===== src/hw/rtl/cda_pkg.sv =====
// ----------------------------------------------------------------------------
// cda_pkg: shared types, constants and tables of the date shifter
// Status and unit codes, reciprocal constants for division by fixed values,
// and the month tables used by the civil date conversions.
// ----------------------------------------------------------------------------
package cda_pkg;

	// pipeline stages s1..s10; enable bit PIPE_DEPTH+1 loads the result register
	localparam int PIPE_DEPTH = 10;

	typedef logic [PIPE_DEPTH+1:1] stage_en_t;

	typedef logic [1:0] status_t;
	localparam status_t ST_OK     = 2'd0;
	localparam status_t ST_RANGE  = 2'd1;
	localparam status_t ST_UNSUP  = 2'd2;

	typedef logic [2:0] unit_t;
	localparam unit_t UNIT_DAYS   = 3'd0;
	localparam unit_t UNIT_WEEKS  = 3'd1;
	localparam unit_t UNIT_MONTHS = 3'd2;
	localparam unit_t UNIT_YEARS  = 3'd3;

	typedef struct packed {
		logic [16:0]        date;
		logic signed [10:0] count;
		unit_t              unit;
	} item_ctx_t;

	localparam logic [16:0] SERIAL_MIN = 17'd1;
	localparam logic [16:0] SERIAL_MAX = 17'd109574;

	// serial 0 (30 Dec 1899) in days counted from 1 Mar of year 0
	localparam logic [19:0] EPOCH_OFS = 20'd693899;
	// first day of the 400-year eras starting 1 Mar 1600 and 1 Mar 2000
	localparam logic [19:0] ERA4_BASE = 20'd584388;
	localparam logic [19:0] ERA5_BASE = 20'd730485;
	localparam logic [11:0] ERA4_YEAR = 12'd1600;
	localparam logic [11:0] ERA5_YEAR = 12'd2000;

	localparam logic [4:0] FEB_LEAP_LAST  = 5'd29;
	localparam logic [4:0] FEB_PLAIN_LAST = 5'd28;

	// floor(x / c) = (x * ceil(2^sh / c)) >> sh, exact while x * c < 2^sh
	localparam int DIV1460_SH = 29;
	localparam logic [18:0] DIV1460_M = 19'(((64'd1 << DIV1460_SH) + 64'd1459) / 64'd1460);
	localparam int DIV365_SH = 27;
	localparam logic [18:0] DIV365_M = 19'(((64'd1 << DIV365_SH) + 64'd364) / 64'd365);
	localparam int DIV153_SH = 19;
	localparam logic [11:0] DIV153_M = 12'(((64'd1 << DIV153_SH) + 64'd152) / 64'd153);
	localparam int DIV12_SH = 19;
	localparam logic [15:0] DIV12_M = 16'(((64'd1 << DIV12_SH) + 64'd11) / 64'd12);
	localparam int DIV100_SH = 19;
	localparam logic [12:0] DIV100_M = 13'(((64'd1 << DIV100_SH) + 64'd99) / 64'd100);

	// days from 1 Mar to the first of the month, months counted from March = 0
	function automatic logic [8:0] month_offset(input logic [3:0] mp);
		logic [8:0] ofs;
		case (mp)
			4'd0: ofs = 9'd0;
			4'd1: ofs = 9'd31;
			4'd2: ofs = 9'd61;
			4'd3: ofs = 9'd92;
			4'd4: ofs = 9'd122;
			4'd5: ofs = 9'd153;
			4'd6: ofs = 9'd184;
			4'd7: ofs = 9'd214;
			4'd8: ofs = 9'd245;
			4'd9: ofs = 9'd275;
			4'd10: ofs = 9'd306;
			4'd11: ofs = 9'd337;
			default: ofs = 9'd0;
		endcase
		return ofs;
	endfunction

	// last day of a month in a common year
	function automatic logic [4:0] month_last(input logic [3:0] m);
		logic [4:0] last;
		case (m)
			4'd2: last = FEB_PLAIN_LAST;
			4'd4: last = 5'd30;
			4'd6: last = 5'd30;
			4'd9: last = 5'd30;
			4'd11: last = 5'd30;
			default: last = 5'd31;
		endcase
		return last;
	endfunction

endpackage


===== src/hw/rtl/cda_to_civil.sv =====
// ----------------------------------------------------------------------------
// cda_to_civil: day serial to civil year, month and day
// Five stages: era split, year-of-era numerator, year of era, day of year,
// month and day. Divisions by fixed values use reciprocal multiplies.
// ----------------------------------------------------------------------------
module cda_to_civil (
	input  logic              clk,
	input  cda_pkg::stage_en_t en,
	input  logic [16:0]       date_s1,
	output logic [11:0]       year_s6,
	output logic [3:0]        month_s6,
	output logic [4:0]        day_s6
);
	import cda_pkg::*;

	logic [19:0] z;
	logic        era5;
	logic [17:0] doe;
	logic [17:0] doe_s2;
	logic        era5_s2;

	logic [36:0] p1460;
	logic [6:0]  q1460;
	logic [2:0]  n_cent;
	logic [17:0] t;
	logic [17:0] t_s3;
	logic [17:0] doe_s3;
	logic        era5_s3;

	logic [36:0] p365;
	logic [8:0]  yoe;
	logic [8:0]  yoe_s4;
	logic [17:0] doe_s4;
	logic        era5_s4;

	logic [1:0]  c100;
	logic [17:0] ydays;
	logic [8:0]  doy;
	logic [8:0]  doy_s5;
	logic [8:0]  yoe_s5;
	logic        era5_s5;

	logic [10:0] x153;
	logic [22:0] p153;
	logic [3:0]  mp;
	logic [3:0]  mon;
	logic [4:0]  day;
	logic [11:0] year;

	// stage 1: pick the era (only 1600 and 2000 are reachable)
	always_comb begin
		z    = {3'b000, date_s1} + EPOCH_OFS;
		era5 = (z >= ERA5_BASE);
		doe  = 18'(z - (era5 ? ERA5_BASE : ERA4_BASE));
	end

	always_ff @(posedge clk) begin
		if (en[2]) begin
			doe_s2  <= doe;
			era5_s2 <= era5;
		end
	end

	// stage 2: doe - doe/1460 + doe/36524 - doe/146096
	always_comb begin
		p1460  = 37'(doe_s2) * 37'(DIV1460_M);
		q1460  = p1460[DIV1460_SH+6:DIV1460_SH];
		n_cent = 3'(doe_s2 >= 18'd36524) + 3'(doe_s2 >= 18'd73048)
			+ 3'(doe_s2 >= 18'd109572) + 3'(doe_s2 >= 18'd146096);
		t      = doe_s2 - 18'(q1460) + 18'(n_cent) - 18'(doe_s2 == 18'd146096);
	end

	always_ff @(posedge clk) begin
		if (en[3]) begin
			t_s3    <= t;
			doe_s3  <= doe_s2;
			era5_s3 <= era5_s2;
		end
	end

	// stage 3: year of era
	always_comb begin
		p365 = 37'(t_s3) * 37'(DIV365_M);
		yoe  = p365[DIV365_SH+8:DIV365_SH];
	end

	always_ff @(posedge clk) begin
		if (en[4]) begin
			yoe_s4  <= yoe;
			doe_s4  <= doe_s3;
			era5_s4 <= era5_s3;
		end
	end

	// stage 4: day of the March-based year
	always_comb begin
		c100  = 2'(yoe_s4 >= 9'd100) + 2'(yoe_s4 >= 9'd200) + 2'(yoe_s4 >= 9'd300);
		ydays = 18'(yoe_s4) * 18'd365 + 18'(yoe_s4[8:2]) - 18'(c100);
		doy   = 9'(doe_s4 - ydays);
	end

	always_ff @(posedge clk) begin
		if (en[5]) begin
			doy_s5  <= doy;
			yoe_s5  <= yoe_s4;
			era5_s5 <= era5_s4;
		end
	end

	// stage 5: month from day of year, Jan/Feb belong to the next civil year
	always_comb begin
		x153 = 11'(doy_s5) * 11'd5 + 11'd2;
		p153 = 23'(x153) * 23'(DIV153_M);
		mp   = p153[DIV153_SH+3:DIV153_SH];
		day  = 5'(doy_s5 - month_offset(mp) + 9'd1);
		mon  = (mp < 4'd10) ? (mp + 4'd3) : (mp - 4'd9);
		year = 12'(yoe_s5) + (era5_s5 ? ERA5_YEAR : ERA4_YEAR) + 12'(mon <= 4'd2);
	end

	always_ff @(posedge clk) begin
		if (en[6]) begin
			year_s6  <= year;
			month_s6 <= mon;
			day_s6   <= day;
		end
	end

endmodule


===== src/hw/rtl/cda_shift.sv =====
// ----------------------------------------------------------------------------
// cda_shift: move a civil date by months or years
// Stage 6 forms the month total and the shifted year, stage 7 splits the
// month total back into year and month.
// ----------------------------------------------------------------------------
module cda_shift (
	input  logic               clk,
	input  cda_pkg::stage_en_t en,
	input  cda_pkg::item_ctx_t ctx_s6,
	input  cda_pkg::unit_t     unit_s7,
	input  logic [11:0]        year_s6,
	input  logic [3:0]         month_s6,
	input  logic [4:0]         day_s6,
	output logic [11:0]        year_s8,
	output logic [3:0]         month_s8,
	output logic [4:0]         day_s8
);
	import cda_pkg::*;

	logic [16:0] cnt17;
	logic [16:0] total17;
	logic [11:0] yrs;
	logic [14:0] total_s7;
	logic [11:0] yrs_s7;
	logic [3:0]  month_s7;
	logic [4:0]  day_s7;

	logic [30:0] p12;
	logic [11:0] qt;
	logic [14:0] rem;
	logic [11:0] year_nx;
	logic [3:0]  month_nx;

	// stage 6: totals stay positive over the whole input range
	always_comb begin
		cnt17   = {{6{ctx_s6.count[10]}}, ctx_s6.count};
		total17 = 17'(year_s6) * 17'd12 + 17'(month_s6) - 17'd1 + cnt17;
		yrs     = year_s6 + {ctx_s6.count[10], ctx_s6.count};
	end

	always_ff @(posedge clk) begin
		if (en[7]) begin
			total_s7 <= total17[14:0];
			yrs_s7   <= yrs;
			month_s7 <= month_s6;
			day_s7   <= day_s6;
		end
	end

	// stage 7: total / 12 and total % 12
	always_comb begin
		p12 = 31'(total_s7) * 31'(DIV12_M);
		qt  = p12[DIV12_SH+11:DIV12_SH];
		rem = total_s7 - 15'(qt) * 15'd12;
		if (unit_s7 == UNIT_MONTHS) begin
			year_nx  = qt;
			month_nx = rem[3:0] + 4'd1;
		end else begin
			year_nx  = yrs_s7;
			month_nx = month_s7;
		end
	end

	always_ff @(posedge clk) begin
		if (en[8]) begin
			year_s8  <= year_nx;
			month_s8 <= month_nx;
			day_s8   <= day_s7;
		end
	end

endmodule


===== src/hw/rtl/cda_to_serial.sv =====
// ----------------------------------------------------------------------------
// cda_to_serial: end-of-month clamp and civil date back to day count
// Stage 8 divides the year by 100, stage 9 clamps the day and forms the day
// count from 1 Mar of year 0 split into a year part and a day-of-year part.
// ----------------------------------------------------------------------------
module cda_to_serial (
	input  logic               clk,
	input  cda_pkg::stage_en_t en,
	input  logic [11:0]        year_s8,
	input  logic [3:0]         month_s8,
	input  logic [4:0]         day_s8,
	output logic [20:0]        base_s10,
	output logic [8:0]         doy_s10
);
	import cda_pkg::*;

	logic [24:0] p100;
	logic [24:0] py100;
	logic [11:0] yy;
	logic [11:0] year_s9;
	logic [3:0]  month_s9;
	logic [4:0]  day_s9;
	logic [5:0]  q100_s9;
	logic [11:0] yy_s9;
	logic [5:0]  qy100_s9;

	logic        leap;
	logic [4:0]  last;
	logic [4:0]  dclamp;
	logic [3:0]  mp;
	logic [8:0]  doy;
	logic [20:0] base;

	// stage 8: Jan and Feb count with the previous March-based year
	always_comb begin
		yy    = (month_s8 <= 4'd2) ? (year_s8 - 12'd1) : year_s8;
		p100  = 25'(year_s8) * 25'(DIV100_M);
		py100 = 25'(yy) * 25'(DIV100_M);
	end

	always_ff @(posedge clk) begin
		if (en[9]) begin
			year_s9  <= year_s8;
			month_s9 <= month_s8;
			day_s9   <= day_s8;
			q100_s9  <= p100[DIV100_SH+5:DIV100_SH];
			yy_s9    <= yy;
			qy100_s9 <= py100[DIV100_SH+5:DIV100_SH];
		end
	end

	// stage 9: a day past the end of the month falls back to its last day;
	// this also turns 29 Feb into 28 Feb for a common target year
	always_comb begin
		leap   = (year_s9[1:0] == 2'b00)
			&& ((year_s9 != 12'(q100_s9) * 12'd100) || (q100_s9[1:0] == 2'b00));
		last   = (month_s9 == 4'd2) ? (leap ? FEB_LEAP_LAST : FEB_PLAIN_LAST)
			: month_last(month_s9);
		dclamp = (day_s9 > last) ? last : day_s9;
		mp     = (month_s9 > 4'd2) ? (month_s9 - 4'd3) : (month_s9 + 4'd9);
		doy    = month_offset(mp) + 9'(dclamp) - 9'd1;
		base   = 21'(yy_s9) * 21'd365 + 21'(yy_s9[11:2]) - 21'(qy100_s9)
			+ 21'(qy100_s9[5:2]);
	end

	always_ff @(posedge clk) begin
		if (en[10]) begin
			base_s10 <= base;
			doy_s10  <= doy;
		end
	end

endmodule


===== src/hw/rtl/calendar_date_add_period.sv =====
// ----------------------------------------------------------------------------
// calendar_date_add_period: shift a day serial by days, weeks, months, years
// Top level: input register, item pipeline control, range check and result
// register around the civil date conversion stages.
// ----------------------------------------------------------------------------
// Input channel item_*: date_serial (serial 1 = 31 Dec 1899), signed
// period_count and period_unit (0 days, 1 weeks, 2 months, 3 years).
// Output channel result_*: result_serial and status (0 ok, 1 shifted date
// outside 1..109574, 2 unknown unit); on a nonzero status result_serial is the
// input date. Month shifts clamp the day to the end of the target month.
// Both channels move an item on a clock edge where valid is high and stall
// is low.
// Each item passes through 10 pipeline stages, the last one loading the result
// register. Throughput: one item per cycle while item_stall is low; each stage
// holds one item, with at most one reciprocal multiply on any path between
// registers.
// When result_stall is held, items keep moving into empty stages behind the
// waiting result; item_stall rises only once all stages and the result
// register are full.
// Reset empties every stage and drops result_valid; no items are lost or
// created by stalls on either side.
// ----------------------------------------------------------------------------
module calendar_date_add_period (
	input  logic                 clk,
	input  logic                 arst_n,
	input  logic                 item_valid,
	output logic                 item_stall,
	input  logic [16:0]          date_serial,
	input  logic signed [10:0]   period_count,
	input  logic [2:0]           period_unit,
	output logic                 result_valid,
	input  logic                 result_stall,
	output logic [16:0]          result_serial,
	output cda_pkg::status_t     status
);
	import cda_pkg::*;

	stage_en_t             en;
	logic [PIPE_DEPTH:1]   vld_s;
	logic                  result_valid_q;
	logic [16:0]           result_q;
	status_t               status_q;
	item_ctx_t             ctx_s [1:PIPE_DEPTH];
	logic                  out_blocked;

	logic [11:0]           year_s6;
	logic [3:0]            month_s6;
	logic [4:0]            day_s6;
	logic [11:0]           year_s8;
	logic [3:0]            month_s8;
	logic [4:0]            day_s8;
	logic [20:0]           base_s10;
	logic [8:0]            doy_s10;

	logic [21:0]           cnt22;
	logic [21:0]           step;
	logic signed [21:0]    res_d;
	logic signed [21:0]    res_c;
	logic signed [21:0]    res;
	logic [16:0]           result_nx;
	status_t               status_nx;

	// a stage loads when it is empty or every stage after it is moving
	always_comb begin
		out_blocked = result_valid_q && result_stall;
		en[PIPE_DEPTH+1] = !out_blocked;
		for (int i = 1; i <= PIPE_DEPTH; i++) begin
			en[i] = !(((vld_s >> (i - 1)) == ({PIPE_DEPTH{1'b1}} >> (i - 1)))
				&& out_blocked);
		end
	end

	assign item_stall    = !en[1];
	assign result_valid  = result_valid_q;
	assign result_serial = result_q;
	assign status        = status_q;

	always_ff @(posedge clk or negedge arst_n) begin
		if (!arst_n) begin
			vld_s          <= '0;
			result_valid_q <= 1'b0;
		end else begin
			if (en[1]) begin
				vld_s[1] <= item_valid;
			end
			for (int i = 2; i <= PIPE_DEPTH; i++) begin
				if (en[i]) begin
					vld_s[i] <= vld_s[i-1];
				end
			end
			if (en[PIPE_DEPTH+1]) begin
				result_valid_q <= vld_s[PIPE_DEPTH];
			end
		end
	end

	// item context rides along with the arithmetic
	always_ff @(posedge clk) begin
		if (en[1]) begin
			ctx_s[1] <= '{date: date_serial, count: period_count, unit: period_unit};
		end
		for (int i = 2; i <= PIPE_DEPTH; i++) begin
			if (en[i]) begin
				ctx_s[i] <= ctx_s[i-1];
			end
		end
	end

	cda_to_civil u_to_civil (
		.clk      (clk),
		.en       (en),
		.date_s1  (ctx_s[1].date),
		.year_s6  (year_s6),
		.month_s6 (month_s6),
		.day_s6   (day_s6)
	);

	cda_shift u_shift (
		.clk      (clk),
		.en       (en),
		.ctx_s6   (ctx_s[6]),
		.unit_s7  (ctx_s[7].unit),
		.year_s6  (year_s6),
		.month_s6 (month_s6),
		.day_s6   (day_s6),
		.year_s8  (year_s8),
		.month_s8 (month_s8),
		.day_s8   (day_s8)
	);

	cda_to_serial u_to_serial (
		.clk      (clk),
		.en       (en),
		.year_s8  (year_s8),
		.month_s8 (month_s8),
		.day_s8   (day_s8),
		.base_s10 (base_s10),
		.doy_s10  (doy_s10)
	);

	// stage 10: day/week add, back to serial, unit and range check
	always_comb begin
		cnt22 = {{11{ctx_s[PIPE_DEPTH].count[10]}}, ctx_s[PIPE_DEPTH].count};
		step  = (ctx_s[PIPE_DEPTH].unit == UNIT_WEEKS) ? ((cnt22 << 3) - cnt22) : cnt22;
		res_d = $signed(22'(ctx_s[PIPE_DEPTH].date) + step);
		res_c = $signed(22'(base_s10) + 22'(doy_s10) - 22'(EPOCH_OFS));
		res   = ((ctx_s[PIPE_DEPTH].unit == UNIT_DAYS)
			|| (ctx_s[PIPE_DEPTH].unit == UNIT_WEEKS)) ? res_d : res_c;
		if (ctx_s[PIPE_DEPTH].unit > UNIT_YEARS) begin
			status_nx = ST_UNSUP;
			result_nx = ctx_s[PIPE_DEPTH].date;
		end else if ((res < $signed(22'(SERIAL_MIN))) || (res > $signed(22'(SERIAL_MAX)))) begin
			status_nx = ST_RANGE;
			result_nx = ctx_s[PIPE_DEPTH].date;
		end else begin
			status_nx = ST_OK;
			result_nx = res[16:0];
		end
	end

	always_ff @(posedge clk) begin
		if (en[PIPE_DEPTH+1]) begin
			result_q <= result_nx;
			status_q <= status_nx;
		end
	end

`ifndef SYNTHESIS
	a_stall_only_full: assert property (@(posedge clk) disable iff (!arst_n)
		item_stall |-> (vld_s == '1) && result_valid_q && result_stall)
		else $error("input stalled while a pipeline stage is free");

	a_ok_in_range: assert property (@(posedge clk) disable iff (!arst_n)
		(result_valid_q && (status_q == ST_OK))
		|-> ((result_q >= SERIAL_MIN) && (result_q <= SERIAL_MAX)))
		else $error("ok status with result outside the serial range");

	a_empty_latency: assert property (@(posedge clk) disable iff (!arst_n)
		(item_valid && !item_stall && (vld_s == '0) && !result_valid_q)
		|=> ##(PIPE_DEPTH) result_valid_q)
		else $error("item through empty pipeline did not reach result register");
`endif

endmodule


===== config.mk =====
export PLATFORM = sky130hd
export DESIGN_NAME = calendar_date_add_period
export DESIGN_NICKNAME = d
export VERILOG_FILES = /design/src/hw/rtl/cda_pkg.sv /design/src/hw/rtl/cda_to_civil.sv /design/src/hw/rtl/cda_shift.sv /design/src/hw/rtl/cda_to_serial.sv /design/src/hw/rtl/calendar_date_add_period.sv
export SDC_FILE = /design/constraint.sdc
export NUM_CORES = 2
export LEC_CHECK = 0
export ABC_AREA = 0
export BUFFER_PORTS_ARGS = -buffer_cell sky130_fd_sc_hd__buf_2
export CAP_MARGIN = 25
export CORE_MARGIN = 2
export CORE_UTILIZATION = 55
export CTS_CLUSTER_SIZE = 20
export DETAILED_ROUTE_END_ITERATION = 6
export PLACE_DENSITY = 0.75
export SETUP_SLACK_MARGIN = 0.05
export SLEW_MARGIN = 25
export SYNTH_ARGS = -nofsm -noshare
export SYNTH_HDL_FRONTEND = slang
export SYNTH_SLANG_ARGS = --single-unit

===== constraint.sdc =====
create_clock -name clk -period 12.95 [get_ports clk]
set_input_delay 0 -clock clk [delete_from_list [all_inputs] [get_ports clk]]
set_output_delay 0 -clock clk [all_outputs]
set_load 0.1 [all_outputs]

After elaboration in Yosys (flattened, before gate mapping)

Memories as Yosys holds them, arrays and structs flattened.
Index checks and enable logic that the tools add are counted.
Widths: inputs -> output; s select.

Input bits: 35
Memories: 3
Flip-flop bits (word level): 268
Memory bits (read-only): 288
Output and inout port bits: 21
Memory bits (writable): 310
Logic and storage cells: 174

$add $sub $neg: 38
Equal/unequal tests: 18
Reduce and logical (&&, ||, !) cells: 19
Mux-type cells: 26
Multiply operators: 12
Order comparisons: 16

Memories:

| name             | words | bits a word | read ports | clocked after Yosys merged registers in | wr ports | RTL line                       | source |
|---|---|---|---|---|---|---|---|
| ctx_s            | 10    | 31          | 10         | 0                                       | 10       | calendar_date_add_period.sv:43 | `item_ctx_t ctx_s [1:PIPE_DEPTH];` |
| (name not given) | 16    | 9           | 1          | 0                                       | 0        | cda_pkg.sv:59                  | `case (mp)` |
| (name not given) | 16    | 9           | 1          | 0                                       | 0        | cda_pkg.sv:59                  |  |

Operators with widths:

| operator               | count |
|---|---|
| $mul 18x16->33 const B | 2 |
| $mul 12x13->25 const B | 2 |
| $mux 22                | 2 |
| $ge 18x17->1 const B   | 2 |
| $mux 17                | 2 |
| $mul 15x16->31 const B | 1 |
| $mux 12                | 2 |
| $mul 11x12->23 const B | 1 |
| $add 17x22->22         | 1 |
| $add 21x9->22          | 1 |
| $gt 22x18->1 const B   | 1 |
| $lt 22x2->1 const B    | 1 |
| $sub 22x20->22 const B | 1 |
| $add 21x10->21         | 1 |
| $add 21x4->21          | 1 |
| $mul 12x9->21 const B  | 1 |
| $sub 21x6->21          | 1 |
| $add 17x20->20 const B | 1 |
| $ge 20x20->1 const B   | 1 |
| $add 18x3->18          | 1 |
| $eq 18x18->1 const B   | 1 |
| $ge 18x16->1 const B   | 1 |
| $ge 18x18->1 const B   | 1 |
| $mux 18                | 1 |
| 64 further kinds       | 99 |

Depth between registers and ports, before layout

Depth after elaboration: 10
Depth in mapped cells: 43
Mapped depth without buffers: 43

Cells and area by module

Synthesis repeated with hierarchy kept, for this count alone.

Cell total of the unflattened synthesis: 4701
Area total of the unflattened synthesis: 54065.6 um^2

Modules (own cells, without submodules):

| module                   | cells an instance | area an instance (um^2) | sequential area each (um^2) | instances |
|---|---|---|---|---|
| cda_to_civil             | 1882              | 20259.4                 | 3183.1                      | 1 |
| calendar_date_add_period | 866               | 13775.7                 | 10154.7                     | 1 |
| cda_to_serial            | 1256              | 12762.2                 | 2252.2                      | 1 |
| cda_shift                | 697               | 7268.2                  | 1711.6                      | 1 |

Worst setup path before layout

Ideal clock, no wire load.

Kind: register to register
From: register u_to_civil.doy_s5[1]
To: register u_to_civil.year_s6[11], data pin
Period minus slack after synthesis: 8.610 ns
Setup time: 0.262 ns
Data required time: 12.688 ns
Path buffers: 0
Arrival time: 8.348 ns
Slack: 4.340 ns
Stages on the path, launching flop included: 37
Cell sequence: edfxtp_1 ha_1 ha_1 a31oi_1 inv_1 a21oi_1 nor2b_1 o21a_1 o21ai_0 nand2b_1 a21oi_1 o21bai_1 xor2_1 ha_1 inv_1 fa_1 fa_1 inv_1 fa_1 ha_1 ha_1 o21a_1 o21a_1 o21ai_0 o311ai_0 a2111oi_0 nor3_1 or2_2 o22ai_1 o221a_2 ha_1 and3_1 a31oi_1 nor2b_1 o21a_1 o21ai_0 nand2b_1

Cells in the longest elaborated chain, start to end: 7
Elaborated cells between the ends (all ways): 9
Those cells by class: 4 x add/sub; 2 x mul; 2 x order compare; 1 x mux

Ends and longest elaborated chain:

| what                                | RTL line            | source |
|---|---|---|
| from (decl)                         | cda_to_civil.sv:39  | `logic [8:0] doy_s5;` |
| from (signal assigned)              | cda_to_civil.sv:104 | `doy_s5 <= doy;` |
| $mul 9x3->11 *                      | cda_to_civil.sv:112 | `x153 = 11'(doy_s5) * 11'd5 + 11'd2;` |
| $add 11x2->11 *                     | cda_to_civil.sv:112 |  |
| $mul 11x12->23 *                    | cda_to_civil.sv:113 | `p153 = 23'(x153) * 23'(DIV153_M);` |
| $sub 4x4->4 (tied with other cells) | cda_to_civil.sv:116 | `mon = (mp < 4'd10) ? (mp + 4'd3) : (mp - 4'd9);` |
| $mux 4 *                            | cda_to_civil.sv:116 |  |
| $le 4x2->1 *                        | cda_to_civil.sv:117 | `year = 12'(yoe_s5) + (era5_s5 ? ERA5_YEAR : ERA4_YEAR) + 12'(mon <= 4'd2);` |
| $add 12x1->12 *                     | cda_to_civil.sv:117 |  |
| via u_to_civil.year[11]             | cda_to_civil.sv:48  | `logic [11:0] year;` |
| to (signal assigned)                | cda_to_civil.sv:122 | `year_s6 <= year;` |
| to (decl)                           | cda_to_civil.sv:10  | `output logic [11:0] year_s6,` |

The timed path passes the listed nets; every way through them passes the cells marked *.
A chain may end at the register's enable or synchronous reset.

Worst setup path after layout

Same ends and word-level chain as after synthesis.

==> summary.txt <==
Outcome
  • Status: finished clean

STA
  • Endpoints failing hold: 0
  • TNS Setup: 0 ps
  • Fin. max-slew vios: 0
  • Tmin final: 9740 ps
  • Slew HR: 0.373
  • RSZ-0062 raised after global routing: false
  • Measured slew at the worst slew-check pin: 941 ps
  • Final setup viols: 0
  • Final worst path period share: 0.752
  • Setup Skew: 26.6 ps
  • FMAX: slightly above 100 MHz

Logic synthesis
  • Share of the synthesized area in the top cell type: 0.325
  • Synth Area in XOR/XNOR: 0.0413
  • Synth top area cells: edfxtp_1 33%, ha_1 24%, fa_1 19%
  • Synth Area in Compound Gates: 0.0662
  • Register area share after synthesis: 0.330
  • EDFF count, synth: 567
  • Post-synthesis simple-gate area fraction: 0.0463
  • Synth Area in Adders: 0.438
  • Yosys warns: 0
  • Mean post-synth cell area: about 12 sq um
  • Post-synth cell types: 69
  • Post-synthesis mux area share: 0.00557
  • Combinational family with the most area after synthesis: adder cells
  • Post-Syn Instances: 4428
  • #FFs+latches synth: 578
  • Mapped Area: 52400 sq um
  • Top FF cell, synth: edfxtp_1
  • Synth async-reset ratio: 0.0190
  • Area leader, netlist: edfxtp_1
  • Syn nets: about 6000

Min path
  • WHS Endpoint: ctx_s[0][54]$_DFFE_PN_
  • Hold Crit Start: date_serial[9]
  • Worst hold stages: 2
  • Worst hold path class: in2reg

Clock network
  • CTS tree: built
  • Root buf cell: clkbuf_16
  • Clk slew on worst S/H paths: 70 ps
  • Max H-tree Level: 2
  • Post-CTS sizing: 0
  • Total CTS buffers: slightly below 60
  • Clock buffer depth: 3
  • Clk Latency, worst-skew pair: 620 ps
  • Sink Count: between 500 and 600

GRT
  • Tot GR Track Use: 0.205
  • Met1 GRT Util: 0.258
  • Largest net degree at the start of global routing: just under 70
  • Vias in the first global route: ~33000
  • Met2 Use GR: 0.375
  • GR met3 Demand/Resource: 0.0211
  • Busiest layer in global routing: met2
  • Grt ovf: 0
  • First-pass GRT wire length: between 150000 and 200000 um
  • Initial antenna violation count: 1

Final layout
  • Commonest non-fill, non-tap cell in the layout: ha_1
  • Commonest non-fill, non-tap cells in the layout: 1024 x ha_1, 985 x inv_1, 567 x edfxtp_1
  • Nets: 6136
  • Area growth from synthesis to layout: 7.98%
  • Share of post-route cells with drive strength above 1: 0.0448
  • Final Cell Area: 56500 sq um
  • Fin util: 0.597
  • Fill count: approximately 7500

Detailed routing
  • WL per Instance: 16.2 um
  • Routed WL: 95600 um
  • Initial DRT Pass Iterations: 5
  • Drt via density: 5.23
  • DR DRC count: 0
  • DRC violation total after the first TritonRoute iteration: around 1400
  • Vias: 30771
  • Antenna Nets Post-Route: 0

Critical path
  • CP Capture Type: flop
  • Reg-to-Reg End: u_to_civil.year_s6[11]$_DFFE_PN_
  • Worst-case reg-to-reg path depth: 36
  • CP startpoint: u_to_civil.doy_s5[1]$_DFFE_PN_
  • Critical Path Most Common Cell: ha_1
  • Startpoint types: flop
  • Slowest CP cell: o311ai_0
  • R2R Setup Slk: ~3200 ps
  • RR Startpoint: u_to_civil.doy_s5[1]$_DFFE_PN_
  • Worst Path Max Fanout: 9
  • Crit path DAT: 10090 ps
  • Worst path max stage delay: 820 ps
  • Worst Path Required: 13300 ps
  • Critical Setup Path Class: reg2reg

Die
  • Ports: 56
  • Total Die Area: a little under 100000 sq um
  • Rows: 113
  • Core area: 94700 sq um
  • Overall die height: about 310 um
  • Starting density of the core: 0.553
  • Die width: 313 um

Placed design
  • Post-DP Area: 54300 sq um
  • Post-detailed-placement half-perimeter wirelength: 77200 um
  • Port bufs: 55
  • Placer congestion estimate: 0.865

Job
  • Max Cap Viol: 0
[per-layer routing]
layer | share of wire | vias up
met5 | 0 | -
met4 | 0.027 | 0
met3 | 0.031 | 170
met2 | 0.52 | 459
met1 | 0.43 | 15013
li1 | - | 15129
[flip-flops by register name, indices dropped and copies added, names as in the netlist, 10 cells and up]
| name | flops |
|---|---|
| u_to_civil.doe_s2 | 18 |
| u_shift.year_s8 | 12 |
| ctx_s | 310 |
| vld_s | 10 |
| u_to_civil.t_s3 | 18 |
| u_to_serial.yy_s9 | 12 |
| u_shift.total_s7 | 15 |
| u_to_serial.base_s10 | 21 |
| u_to_serial.year_s9 | 12 |
| u_shift.yrs_s7 | 12 |
| u_to_civil.year_s6 | 12 |
| result_serial | 17 |
[cells in the mapped netlist (5+ instances only)]
| master | n |
|---|---|
| dfrtp_1 | 11 |
| a211oi_1 | 15 |
| fa_1 | 505 |
| nor2b_1 | 26 |
| or3_1 | 10 |
| mux2_1 | 5 |
| nor3_1 | 48 |
| xor2_1 | 77 |
| mux2_2 | 12 |
| a31oi_1 | 21 |
| a41o_1 | 6 |
| nor3b_1 | 5 |
| nand2b_1 | 34 |
| nor4_1 | 8 |
| o211ai_1 | 14 |
| inv_1 | 988 |
| a2111oi_0 | 9 |
| ha_1 | 1024 |
| and3_1 | 14 |
| a21o_1 | 55 |
| nor2_1 | 132 |
| o2111ai_1 | 5 |
| o21a_1 | 31 |
| a211o_1 | 8 |
| nand3b_1 | 6 |
| or2_2 | 17 |
| o21bai_1 | 29 |
| a21boi_0 | 14 |
| nand2_1 | 134 |
| a311oi_1 | 6 |
| xnor2_1 | 170 |
| o31ai_1 | 7 |
| a31o_2 | 5 |
| edfxtp_1 | 567 |
| o21ai_0 | 115 |
| mux2i_1 | 10 |
| nand3_1 | 36 |
| nand4_1 | 18 |
| a21oi_1 | 146 |
| clkbuf_1 | 20 |
[critical path, delay by kind of cell, from the launching register on]
family                   cells  cell delay [ps]
buffers and inverters        3              250
AO/OA/AOI/OAI               16             3520
AND/OR/NAND/NOR              7             1670
adder cells (fa/ha/maj)      9             3290
XOR/XNOR                     1              300
flip-flops                   1              460
[area by class of cell]
cell class,count,area [sq um],share of cell area
clock inverters,41,398,0.00704
diodes,1,2.50,0.0000443
flip-flops and latches,578,17300,0.306
inverters,988,3710,0.0656
clock buffers,68,1510,0.0267
repair buffers,106,746,0.0132
multi-input cells,2840,31300,0.553
well taps,1265,1580,0.0280
[worst max path at each step]
stage               cells past startpoint                               end
floorplan                              36  u_to_civil.year_s6[11]$_DFFE_PN_
global placement                       36  u_to_civil.year_s6[11]$_DFFE_PN_
detailed placement                     36  u_to_civil.year_s6[11]$_DFFE_PN_
CTS                                    36  u_to_civil.year_s6[11]$_DFFE_PN_
global route                           36  u_to_civil.year_s6[11]$_DFFE_PN_
finish                                 36  u_to_civil.year_s6[11]$_DFFE_PN_
[metrics by stage]
stage	setup WS, ps	hold slack [ps]	std cells
4_1_cts	3210	66.6	5886
5_1_grt	2340	76.7	5887
6_report	3210	94.4	5887
3_5_place_dp	3320	-110	5742
2_1_floorplan	4340	-296	4428
3_3_place_gp	3430	-124	5742
[cells by family after synthesis]
logic type               count (synthesis)
AND/OR/NAND/NOR                        503
flip-flops                             578
XOR/XNOR                               247
multiplexers                            27
AO/OA/AOI/OAI                          534
buffers and inverters                 1010
adder cells (fa/ha/maj)               1529
[repair_timing]
| item | in CTS | in global routing |
|---|---|---|
| hold endpoints to repair | 59 | 0 |
| setup buffers | 0 | 0 |
| hold buffers | 35 | 0 |
Power is not shown: default switching activity piles up to over one toggle a cycle in this logic, so the estimate is an artifact.
